`src/hw/rtl/max_pool_window_argmax_defines.svh`:
```
// Assertion macros for the max pooling block.
// Used by the top level only; needs clock and reset in scope.
`ifndef MAX_POOL_WINDOW_ARGMAX_DEFINES_SVH
`define MAX_POOL_WINDOW_ARGMAX_DEFINES_SVH

// Consequent must hold in the cycle after the antecedent.
`define MPWA_ASSERT_NEXT(label, ante, cons, msg) \
   label: assert property (@(posedge clock) disable iff (reset) (ante) |=> (cons)) \
      else $error(msg);

// Consequent must hold in the same cycle as the antecedent.
`define MPWA_ASSERT_SAME(label, ante, cons, msg) \
   label: assert property (@(posedge clock) disable iff (reset) (ante) |-> (cons)) \
      else $error(msg);

`endif

```
`src/hw/rtl/mpwa_pkg.sv`:
```
// Shared types and constants for the max pooling block.
// No dependencies; used by every module of the block but mpwa_ram.
`timescale 1ns / 1ps

package mpwa_pkg;

   localparam int MAX_ROWS_DEF   = 64;
   localparam int MAX_COLS_DEF   = 64;
   localparam int MAX_WINDOW_DEF = 8;

   localparam int VALUE_W = 16;
   localparam int POS_W   = 12;  // signed window position, covers padding and far requests

   localparam logic OP_WRITE = 1'b0;
   localparam logic OP_POOL  = 1'b1;

   typedef enum logic [2:0] {
      REG_IN_ROWS     = 3'd0,
      REG_IN_COLS     = 3'd1,
      REG_PAD_TOP     = 3'd2,
      REG_PAD_LEFT    = 3'd3,
      REG_WINDOW_ROWS = 3'd4,
      REG_WINDOW_COLS = 3'd5,
      REG_STRIDE_ROWS = 3'd6,
      REG_STRIDE_COLS = 3'd7
   } reg_index_type;

   typedef struct packed {
      logic [6:0] in_rows;
      logic [6:0] in_cols;
      logic [2:0] pad_top;
      logic [2:0] pad_left;
      logic [3:0] window_rows;
      logic [3:0] window_cols;
      logic [3:0] stride_rows;
      logic [3:0] stride_cols;
   } cfg_type;

   // One window position on its way from the scanner to the compare stage.
   typedef struct packed {
      logic                    valid;
      logic                    first;
      logic                    last;
      logic                    pad;
      logic signed [POS_W-1:0] row;
      logic signed [POS_W-1:0] col;
   } tap_type;

endpackage

```
`src/hw/rtl/mpwa_argmax.sv`:
```
// Running maximum with first-position tie break over the scanned window.
// Depends on mpwa_pkg.
`timescale 1ns / 1ps

module mpwa_argmax (
   input  logic                                  clock,
   input  logic                                  reset,
   input  mpwa_pkg::tap_type                     tap,
   input  logic signed [mpwa_pkg::VALUE_W-1:0]   rd_data,
   output logic                                  rsp_valid,
   output logic signed [mpwa_pkg::VALUE_W-1:0]   max_value,
   output logic signed [7:0]                     max_row,
   output logic signed [7:0]                     max_col
);

   localparam int VW = mpwa_pkg::VALUE_W;
   localparam int PW = mpwa_pkg::POS_W;

   logic signed [VW-1:0] best_ff, best_in, sample;
   logic signed [PW-1:0] best_r_ff, best_r_in, best_c_ff, best_c_in;
   logic                 rsp_valid_ff;
   logic signed [VW-1:0] rsp_value_ff;
   logic signed [7:0]    rsp_row_ff, rsp_col_ff;
   logic                 take;

   assign sample = tap.pad ? '0 : rd_data;
   // After the first tap only a strictly greater value replaces the maximum.
   assign take   = tap.valid && (tap.first || (sample > best_ff));

   always_comb begin
      best_in   = best_ff;
      best_r_in = best_r_ff;
      best_c_in = best_c_ff;
      if (take) begin
         best_in   = sample;
         best_r_in = tap.row;
         best_c_in = tap.col;
      end
   end

   always_ff @(posedge clock) begin
      if (reset) begin
         rsp_valid_ff <= 1'b0;
      end else begin
         rsp_valid_ff <= tap.valid && tap.last;
      end
      best_ff   <= best_in;
      best_r_ff <= best_r_in;
      best_c_ff <= best_c_in;
      if (tap.valid && tap.last) begin
         rsp_value_ff <= best_in;
         rsp_row_ff   <= best_r_in[7:0];
         rsp_col_ff   <= best_c_in[7:0];
      end
   end

   assign rsp_valid = rsp_valid_ff;
   assign max_value = rsp_value_ff;
   assign max_row   = rsp_row_ff;
   assign max_col   = rsp_col_ff;

endmodule

```
`config.mk`:
```
export PLATFORM = sky130hd
export DESIGN_NAME = mpwa_argmax
export DESIGN_NICKNAME = d
export VERILOG_FILES = /design/src/hw/rtl/max_pool_window_argmax_defines.svh /design/src/hw/rtl/mpwa_pkg.sv /design/src/hw/rtl/mpwa_argmax.sv
export SDC_FILE = /design/constraint.sdc
export NUM_CORES = 1
export LEC_CHECK = 0
export BUFFER_PORTS_ARGS = -buffer_cell sky130_fd_sc_hd__buf_4
export CORE_MARGIN = 8
export CORE_UTILIZATION = 45
export CTS_CLUSTER_DIAMETER = 120
export DETAILED_ROUTE_END_ITERATION = 12
export PLACE_DENSITY = 0.7
export SYNTH_ARGS = -nofsm -noshare
export SYNTH_HDL_FRONTEND = slang
export SYNTH_SLANG_ARGS = --single-unit
```
`constraint.sdc`:
```
create_clock -name clock -period 3.3 [get_ports clock]
set_clock_uncertainty 0.2 [all_clocks]
set_input_delay 0.66 -clock clock [delete_from_list [all_inputs] [get_ports clock]]
set_output_delay 0.66 -clock clock [all_outputs]
set_load 0.02 [all_outputs]
```
==> metrics <==
Crit path max-delay family simple AND/OR/NAND/NOR gates; final-stage net count 328; Final Setup Violations 0; synthesized area per cell 14.9 µm²; DRT iter0 DRCs 26; WHS 0.271 ns; DR vias 1591; CTS tree built; Ys Warns 0; CTS sink count 65; Max-slew headroom 0.482; setup TNS 0 ns; fin area 3590 µm²; top cells by count, synth dfxtp_1, edfxtp_1, mux2_4; All-Layer GR Usage 0.123; Synth Register Bits 65; initial antenna violation count 0; Achievable Freq 317 MHz; Clk Latency, worst-skew pair 0.33 ns; Die Span Y 93.6 µm; dpl hpwl 3.62 mm; Max VDD drop 0.000428 V; post-route setup slack 0.149 ns; Critical-path top delay cell mux2_4; via/cell ratio 4.60; ant diodes 0; placement row count 28; crit path DAT 3.02 ns; Worst Tran Pin Value 0.776 ns; Post-CTS Hold Fix Bufs 0; Synth top area share 0.355; layout cell share with drive strength beyond 1 0.498; max-cap viol count 0; Clock Tree Buf Depth 2; DRC viols 0; CP Cell Sequence buf_4, and2b_2, ha_1, and4_1, nand3_1, nor4_2, o21ai_0, mux2i_4, buf_4, mux2_4; GPL Wtd Cong 0.742; post-synth net total 244; static leakage 0.00161 µW; CTS root buffer clkbuf_8; global-route wire length before repair 8.18 mm; total iterations of the first detailed-routing run 4; # Post-CTS Setup Buffers 0; final cell count without fillers 346; Synth area leaders edfxtp_1, dfxtp_1, mux2_4; most numerous cell in the Yosys netlist dfxtp_1; largest area contributor in the netlist edfxtp_1; total die area 8760 µm²; Starting Density 0.460; core box area 5890 µm²; register area share after synthesis 0.598; status finished, final reports clean; CTS resizes 0; Req. time, crit path 3.17 ns; Avg WL per Cell 14.4 µm; ys async rst share 0; CP max stage delay 0.33 ns; total grt overflow 0; min Tclk post-route 3.15 ns; num ports 79; crit path buf inv count 2; Final Hold Fails 0; vias in the first global route 1732; Cell Pwr Density 796 nW/µm²; RSZ-0062 raised after global routing no; area grow syn2layout 32.6%; max-slew violation count 0; Placed Area 3370 µm²; Cell Area, Synth 2710 µm²; TritonCTS buffer count 9; Cell Count Post-Placement 330; IO buf count 70; Worst Setup End Kind register; HP Class register to register; EDFF count, synth 32; pin count of the biggest net entering global routing 34; htree depth 3; Gate Count Post-Synth 182; dpl ws -0.346 ns; crit path max fanout 12; Reg clk slew, reported paths 0.07 ns; most common flop cell mapped by yosys dfxtp_1; startpoint types input port; fin crit share 0.955; cell repeated most along the worst path buf_4; Detail Route Antenna Nets 0; synth unique cells 27; chip width 93.6 µm; Setup CP Type input port to register; DRT Wirelength 4.99 mm
## logic make-up after synthesis
kind of cell / synth area share
flops: 0.598
mux: 0.178
simple gates: 0.0831
buf+inv: 0.0374
fa+ha+maj: 0.0739
compound gates: 0.0295
## cells in the final DEF (no fill, tap or decap)
master / synthesis / routed
or2b_2: 1 / 1
and4_2: 1 / 1
o21ai_0: 4 / 4
bufinv_16: 0 / 2
edfxtp_1: 32 / 32
nand2_1: 6 / 6
nor2b_1: 12 / 12
mux2i_4: 0 / 1
nand2b_1: 1 / 1
a21o_1: 2 / 2
a21oi_1: 6 / 6
dfxtp_1: 33 / 33
nor4_2: 2 / 2
buf_4: 0 / 76
clkbuf_8: 0 / 10
a211oi_2: 0 / 1
ha_1: 16 / 16
clkinvlp_4: 0 / 1
and2b_2: 5 / 5
o211ai_1: 1 / 1
clkbuf_1: 1 / 2
buf_12: 0 / 1
mux2i_1: 1 / 1
and2_2: 0 / 1
and4_1: 1 / 1
nor2_1: 1 / 1
clkinv_4: 0 / 1
mux2_4: 29 / 29
mux2_2: 2 / 2
inv_1: 17 / 17
nand3_1: 1 / 1
nand3_2: 1 / 1
## per-layer routing
layer  global-route usage  wire [µm]  share of wire
met1                0.141       2200           0.44
met2                0.190       2290           0.46
met3               0.0409        364          0.073
met4               0.0832        138          0.028
met5                    0          0              0
## state kept, by name, summed over array words and instances, names as in the netlist
name	cells
best_c_ff	8
max_value	16
max_col	8
best_ff	16
max_row	8
rsp_valid	1
best_r_ff	8
## worst paths after layout
kind                     start             to  slack, ns  depth (start not counted)
setup / recovery       tap[24]  max_value[14]       0.15                         10
hold / removal    best_c_ff[1]   best_c_ff[1]       0.27                          1
setup reg to reg   best_ff[15]  max_value[14]       0.45                          9
hold reg to reg   best_c_ff[1]   best_c_ff[1]       0.27                          1
## worst register-to-register path, stage by stage, from the launching register on
cell,delay (ns)
dfxtp_1,0.33
inv_1,0.05
ha_1,0.31
and4_2,0.26
nand3_2,0.11
nor2_1,0.07
a211oi_2,0.32
mux2i_4,0.32
buf_4,0.29
mux2_4,0.33
## through the flow
stage          utilization  power (µW)
5_1_grt              0.611        3040
2_1_floorplan            -        1890
4_1_cts              0.610        2890
3_3_place_gp         0.572        2120
6_report             0.611        2860
3_5_place_dp         0.572        2150
## report_power, final
part	switching, µW	total (µW)	internal, µW
registers	80.6	1210	1130
logic	409	913	504
clock network	286	734	448
## cell type report
cell class / count / area [µm²]
inverter: 17 / 63.8
tap: 75 / 93.8
timing repair buffer: 77 / 591
clock buffer: 12 / 145
sequential: 65 / 1620
clock inverter: 4 / 76.3
fill: 501 / 2290
multi-input combinational: 96 / 1000
Note: power is estimated with default switching activity, not from simulation.
