===== src/hw/rtl/max_pool_window_argmax_defines.svh =====
// Assertion macros for the max pooling block.
// Used by the top level only; needs clock and reset in scope.
`ifndef MAX_POOL_WINDOW_ARGMAX_DEFINES_SVH
`define MAX_POOL_WINDOW_ARGMAX_DEFINES_SVH

// Consequent must hold in the cycle after the antecedent.
`define MPWA_ASSERT_NEXT(label, ante, cons, msg) \
   label: assert property (@(posedge clock) disable iff (reset) (ante) |=> (cons)) \
      else $error(msg);

// Consequent must hold in the same cycle as the antecedent.
`define MPWA_ASSERT_SAME(label, ante, cons, msg) \
   label: assert property (@(posedge clock) disable iff (reset) (ante) |-> (cons)) \
      else $error(msg);

`endif


===== src/hw/rtl/mpwa_pkg.sv =====
// Shared types and constants for the max pooling block.
// No dependencies; used by every module of the block but mpwa_ram.
`timescale 1ns / 1ps

package mpwa_pkg;

   localparam int MAX_ROWS_DEF   = 64;
   localparam int MAX_COLS_DEF   = 64;
   localparam int MAX_WINDOW_DEF = 8;

   localparam int VALUE_W = 16;
   localparam int POS_W   = 12;  // signed window position, covers padding and far requests

   localparam logic OP_WRITE = 1'b0;
   localparam logic OP_POOL  = 1'b1;

   typedef enum logic [2:0] {
      REG_IN_ROWS     = 3'd0,
      REG_IN_COLS     = 3'd1,
      REG_PAD_TOP     = 3'd2,
      REG_PAD_LEFT    = 3'd3,
      REG_WINDOW_ROWS = 3'd4,
      REG_WINDOW_COLS = 3'd5,
      REG_STRIDE_ROWS = 3'd6,
      REG_STRIDE_COLS = 3'd7
   } reg_index_type;

   typedef struct packed {
      logic [6:0] in_rows;
      logic [6:0] in_cols;
      logic [2:0] pad_top;
      logic [2:0] pad_left;
      logic [3:0] window_rows;
      logic [3:0] window_cols;
      logic [3:0] stride_rows;
      logic [3:0] stride_cols;
   } cfg_type;

   // One window position on its way from the scanner to the compare stage.
   typedef struct packed {
      logic                    valid;
      logic                    first;
      logic                    last;
      logic                    pad;
      logic signed [POS_W-1:0] row;
      logic signed [POS_W-1:0] col;
   } tap_type;

endpackage


===== src/hw/rtl/mpwa_scan.sv =====
// Window scanner: walks one pooling window row by row and issues store reads.
// Depends on mpwa_pkg.
`timescale 1ns / 1ps

module mpwa_scan #(
   parameter int MAX_ROWS   = mpwa_pkg::MAX_ROWS_DEF,
   parameter int MAX_COLS   = mpwa_pkg::MAX_COLS_DEF,
   parameter int MAX_WINDOW = mpwa_pkg::MAX_WINDOW_DEF,
   parameter int AW         = 12
) (
   input  logic              clock,
   input  logic              reset,
   input  logic              start,
   input  logic [5:0]        row,
   input  logic [5:0]        col,
   input  mpwa_pkg::cfg_type cfg,
   output logic              busy,
   output logic              rd_en,
   output logic [AW-1:0]     rd_addr,
   output mpwa_pkg::tap_type tap
);

   localparam int WCW = $clog2(MAX_WINDOW + 1);
   localparam int PW  = mpwa_pkg::POS_W;

   typedef enum logic {
      ST_IDLE,
      ST_SCAN
   } state_type;

   state_type          state_ff, state_in;
   logic [WCW-1:0]     ki_ff, ki_in, kj_ff, kj_in;
   logic signed [PW-1:0] r0_ff, r0_in, c0_ff, c0_in;
   mpwa_pkg::tap_type  tap_ff, tap_in;

   logic [WCW-1:0]     win_rows, win_cols;
   logic [6:0]         rows_eff, cols_eff;
   logic signed [PW-1:0] r_pos, c_pos;
   logic               in_plane, row_end, col_end;

   always_comb begin
      if (cfg.window_rows == 4'd0) begin
         win_rows = WCW'(1);
      end else if (int'(cfg.window_rows) > MAX_WINDOW) begin
         win_rows = WCW'(MAX_WINDOW);
      end else begin
         win_rows = WCW'(cfg.window_rows);
      end
      if (cfg.window_cols == 4'd0) begin
         win_cols = WCW'(1);
      end else if (int'(cfg.window_cols) > MAX_WINDOW) begin
         win_cols = WCW'(MAX_WINDOW);
      end else begin
         win_cols = WCW'(cfg.window_cols);
      end
      rows_eff = (int'(cfg.in_rows) > MAX_ROWS) ? 7'(MAX_ROWS) : cfg.in_rows;
      cols_eff = (int'(cfg.in_cols) > MAX_COLS) ? 7'(MAX_COLS) : cfg.in_cols;
   end

   assign r_pos    = r0_ff + $signed(PW'(ki_ff));
   assign c_pos    = c0_ff + $signed(PW'(kj_ff));
   assign in_plane = !r_pos[PW-1] && !c_pos[PW-1]
                     && (r_pos < $signed(PW'(rows_eff)))
                     && (c_pos < $signed(PW'(cols_eff)));
   assign col_end  = (kj_ff == win_cols - WCW'(1));
   assign row_end  = (ki_ff == win_rows - WCW'(1));

   assign rd_en   = (state_ff == ST_SCAN) && in_plane;
   assign rd_addr = AW'(int'(r_pos[PW-2:0]) * MAX_COLS + int'(c_pos[PW-2:0]));

   always_comb begin
      state_in = state_ff;
      ki_in    = ki_ff;
      kj_in    = kj_ff;
      r0_in    = r0_ff;
      c0_in    = c0_ff;
      tap_in   = '0;
      unique case (state_ff)
         ST_IDLE: begin
            if (start) begin
               r0_in    = $signed(PW'(10'(row) * 10'(cfg.stride_rows)))
                          - $signed(PW'(cfg.pad_top));
               c0_in    = $signed(PW'(10'(col) * 10'(cfg.stride_cols)))
                          - $signed(PW'(cfg.pad_left));
               ki_in    = '0;
               kj_in    = '0;
               state_in = ST_SCAN;
            end
         end
         ST_SCAN: begin
            tap_in.valid = 1'b1;
            tap_in.first = (ki_ff == '0) && (kj_ff == '0);
            tap_in.last  = row_end && col_end;
            tap_in.pad   = !in_plane;
            tap_in.row   = r_pos;
            tap_in.col   = c_pos;
            if (col_end) begin
               kj_in = '0;
               ki_in = ki_ff + WCW'(1);
               if (row_end) begin
                  state_in = ST_IDLE;
               end
            end else begin
               kj_in = kj_ff + WCW'(1);
            end
         end
         default: state_in = ST_IDLE;
      endcase
   end

   always_ff @(posedge clock) begin
      if (reset) begin
         state_ff <= ST_IDLE;
         tap_ff   <= '0;
      end else begin
         state_ff <= state_in;
         tap_ff   <= tap_in;
      end
      ki_ff <= ki_in;
      kj_ff <= kj_in;
      r0_ff <= r0_in;
      c0_ff <= c0_in;
   end

   // Tap is registered so it lines up with the registered store read data.
   assign tap  = tap_ff;
   assign busy = (state_ff == ST_SCAN);

endmodule


===== config.mk =====
export PLATFORM = sky130hd
export DESIGN_NAME = mpwa_scan
export DESIGN_NICKNAME = d
export VERILOG_FILES = /design/src/hw/rtl/max_pool_window_argmax_defines.svh /design/src/hw/rtl/mpwa_pkg.sv /design/src/hw/rtl/mpwa_scan.sv
export SDC_FILE = /design/constraint.sdc
export NUM_CORES = 1
export LEC_CHECK = 0
export CAP_MARGIN = 30
export CORE_MARGIN = 3
export CORE_UTILIZATION = 25
export CTS_CLUSTER_SIZE = 28
export DETAILED_ROUTE_END_ITERATION = 10
export DONT_BUFFER_PORTS = 1
export PLACE_DENSITY = 0.44
export SYNTH_ARGS = -nofsm -noshare
export SYNTH_HDL_FRONTEND = slang
export SYNTH_SLANG_ARGS = --single-unit

===== constraint.sdc =====
create_clock -name clock -period 7.5 [get_ports clock]
set_input_delay 0.375 -clock clock [delete_from_list [all_inputs] [get_ports clock]]
set_output_delay 0.375 -clock clock [all_outputs]
set_load 0.05 [all_outputs]

==> results.yml <==
critical_path:
  worst_ep_arrival_time_ns: 3.82
  worstRegToRegCells: 12
  worst-path-buf-inv: 4
  crit_family: "adder cells"
  cp-startpoint: "kj_ff[0]"
  cp-endpoint: "rd_addr[10]"
  path_max_fanout: 5
  worst_setup_path_end_kind: "output port"
  reg2reg_to: "tap[24]"
  cpMaxStageDelayCell: "edfxtp_1"
  path_cells: "ha_1, inv_1, fa_1, nand2b_1, a21oi_1, and3_1, xor2_1, ha_1, inv_1, fa_1, inv_1, a21o_1, a21oi_1, xnor2_1, buf_4"
  reg2reg_from: "kj_ff[0]"
  crit_path_max_incr_delay_ns: 0.41
  startpoint_type: "flop"
  r2r_slack_ns: 4.39
  crit_top_cell: "inv_1"
  cp.required_ns: 7.12
  criticalPathCategory: "flop to output port"
  worst-path-stages: 15
detailed_routing:
  wirelength_um: 11890
  viasPerCell: 4.432
  dr.first_iter.drc_count: 164
  wl_per_cell_um: 14.50
  detail-route-antenna-nets: 0
  drc: 0
  dr.pass1.iters: 4
  dr_total_vias: 3634
die:
  start_util: 0.2567
  die_h_um: 148.1
  floorplan.die.width_um: 148.1
  ioPinCount: 93
  core_um2: 19650
  die_area_um2: 21920
  rows: 51
clocking:
  clock_latency_ns: 0.33
  numCtsBuffers: 9
  cts_tree: "yes"
  cts_resized: 0
  post_cts_buffers: 0
  cts_root_buf: "clkbuf_16"
  clock_sinks: 59
  ctsHtreeMaxLevel: 3
  cts_buffer_depth: 2
  cts_hold_buf: 0
  clk_pin_slew_ns: 0.05
global_routing:
  grt_util_met2: 0.1713
  grt.overflow.total: 0
  grt_use_met1: 0.1454
  grt_max_degree: 17
  top_usage_layer: "met2"
  grt_use_total: 0.1114
  use_met3: 0.04479
  grt_pass1_vias: 3706
  grt_pass1_wl_um: 19220
  antenna_found_initial: 1
place:
  place_congestion: 0.8294
  place_area_um2: 5396
  numPortBuffers: 0
  hpwl_um: 10020
  dp_cells: 804
timing:
  setup_viol: 0
  clock.fmax_mhz: 238.4
  skew_ns: 0.008640
  relSlewSlack: 0.4292
  setup_tns_ns: 0
  slew_violations: 0
  timing.final.crit_share: 0.5593
  hold_viol_final: 0
  rsz0062_at_grt: "no"
  period_minus_slack_ns: 4.195
  tightest_slew_ns: 0.8550
power_and_ir_drop:
  p_per_area_nw_per_um2: 315.0
  p_leak_nw: 2.569
  power.total_mw: 1.791
  ir_drop_mv: 0.1280
yosys:
  syn_avg_cell_area_um2: 9.360
  synth_top_area_share: 0.1910
  synth_area_leaders: "ha_1, edfxtp_1, dfxtp_1"
  synth_nets: 690
  yosysWarnings: 0
  synth_edf_count: 30
  synth.distinct_cells: 49
  synth_area_um2: 5045
  async_flop_share: 0
  synth_ff_type: "edfxtp_1"
  ys_seq_elements: 59
  synth_top_cell_by_area: "ha_1"
  yosysSeqAreaShare: 0.2937
  synthCells: 539
finish:
  stdcell_count: 820
  diodes: 0
  post-route-cell-area_um2: 5687
  nets: 701
  drive_above_1_share: 0.06126
  areaGrowthSynthToFinish_pct: 12.72
hold_path:
  hold_class: "input pin to flop"
run_status:
  status: "complete, no violations"
job:
  maxCapViolCount: 0
[cell families (layout without fill, tap and decap cells)]
family / after synthesis / in the layout / synth area share
and+or+nand+nor: 179 / 179 / 0.1823
adders and majority gates: 100 / 100 / 0.2822
buffers and inverters: 87 / 103 / 0.06944
AOI/OAI and AO/OA: 66 / 66 / 0.08854
DFF: 59 / 59 / 0.2937
xor gates and xnor gates: 47 / 47 / 0.08160
muxes: 1 / 1 / 0.002232
[sequential cells by signal (all words and copies together), names as in the netlist]
signal	flops
busy	1
c0_ff	11
ki_ff	4
kj_ff	4
r0_ff	11
tap	28
[worst register-to-register path, cell delays in order, from the launching register on]
cell	delay [ns]
edfxtp_1	0.41
ha_1	0.23
inv_1	0.06
fa_1	0.40
nand2b_1	0.20
a21oi_1	0.34
xor2_1	0.18
buf_4	0.24
ha_1	0.27
o211ai_1	0.10
a21oi_1	0.12
a211oi_1	0.22
a31oi_1	0.18
[power breakdown]
group          total, mW  leakage (nW)  internal, mW  switching (mW)
clock network      0.393         0.143         0.251           0.142
logic              0.899          1.90         0.333           0.566
registers          0.500         0.530         0.412          0.0881
[worst min path at each step]
stage               to   from  slack, ns  cells past startpoint
6_report       tap[25]  reset       0.12                      1
2_1_floorplan  tap[25]  reset       0.45                      1
4_1_cts        tap[25]  reset       0.10                      1
3_3_place_gp   tap[25]  reset       0.45                      1
5_1_grt        tap[25]  reset       0.11                      1
3_5_place_dp   tap[25]  reset       0.45                      1
[per-stage QoR]
| stage | hold WS (ns) | util | worst slack [ns] |
|---|---|---|---|
| after floorplan | 0.4466 | - | 3.590 |
| after global placement | 0.4517 | 0.2734 | 3.461 |
| after detailed placement | 0.4525 | 0.2746 | 3.593 |
| after CTS | 0.1048 | 0.2893 | 3.222 |
| after global routing | 0.1052 | 0.2893 | 3.010 |
| final | 0.1176 | 0.2893 | 3.305 |
[cell usage in the layout (no fill, tap or decap), drive strengths merged, types with 2 or more instances in the layout]
master	Yosys	final
a211o	2	2
a211oi	5	5
a21o	9	9
a21oi	19	19
a31oi	4	4
and2	32	32
and3	4	4
and4	2	2
buf	6	9
clkbuf	3	12
clkinv	0	3
dfxtp	29	29
edfxtp	30	30
fa	23	23
ha	77	77
inv	78	78
nand2	52	52
nand2b	7	7
nand3	7	7
nand3b	2	2
nand4	4	4
nor2	37	37
nor2b	10	10
nor3	7	7
nor4	2	2
nor4b	3	3
o211ai	4	4
o21a	2	2
o21ai	12	12
o21bai	4	4
or3	2	2
or4	5	5
xnor2	33	33
xor2	14	14
[synth_stat cells (5+ instances only)]
master,n
dfxtp_1,29
nor2_1,37
ha_1,77
xnor2_1,33
nand2_1,52
o21ai_0,11
a21oi_1,17
fa_1,23
nor2b_1,10
nor3_1,7
xor2_1,14
edfxtp_1,30
nand2b_1,7
inv_1,78
a21o_1,9
a211oi_1,5
buf_4,6
nand3_1,7
and2_1,32
[layout make-up]
type | count | area [um2]
clock buffer | 12 | 267.8
clock inverter | 4 | 22.52
fill | 2100 | 13970
inverter | 78 | 292.8
multi-input combinational | 393 | 3216
sequential | 59 | 1481
tap | 265 | 331.6
timing repair buffer | 9 | 75.07
[per-layer routing]
layer,wire [um],vias to the layer above
li1,-,1820
met4,238,2
met5,13,-
met3,990,16
met1,5453,1697
met2,5196,99
(Power assumes the default switching activity.)
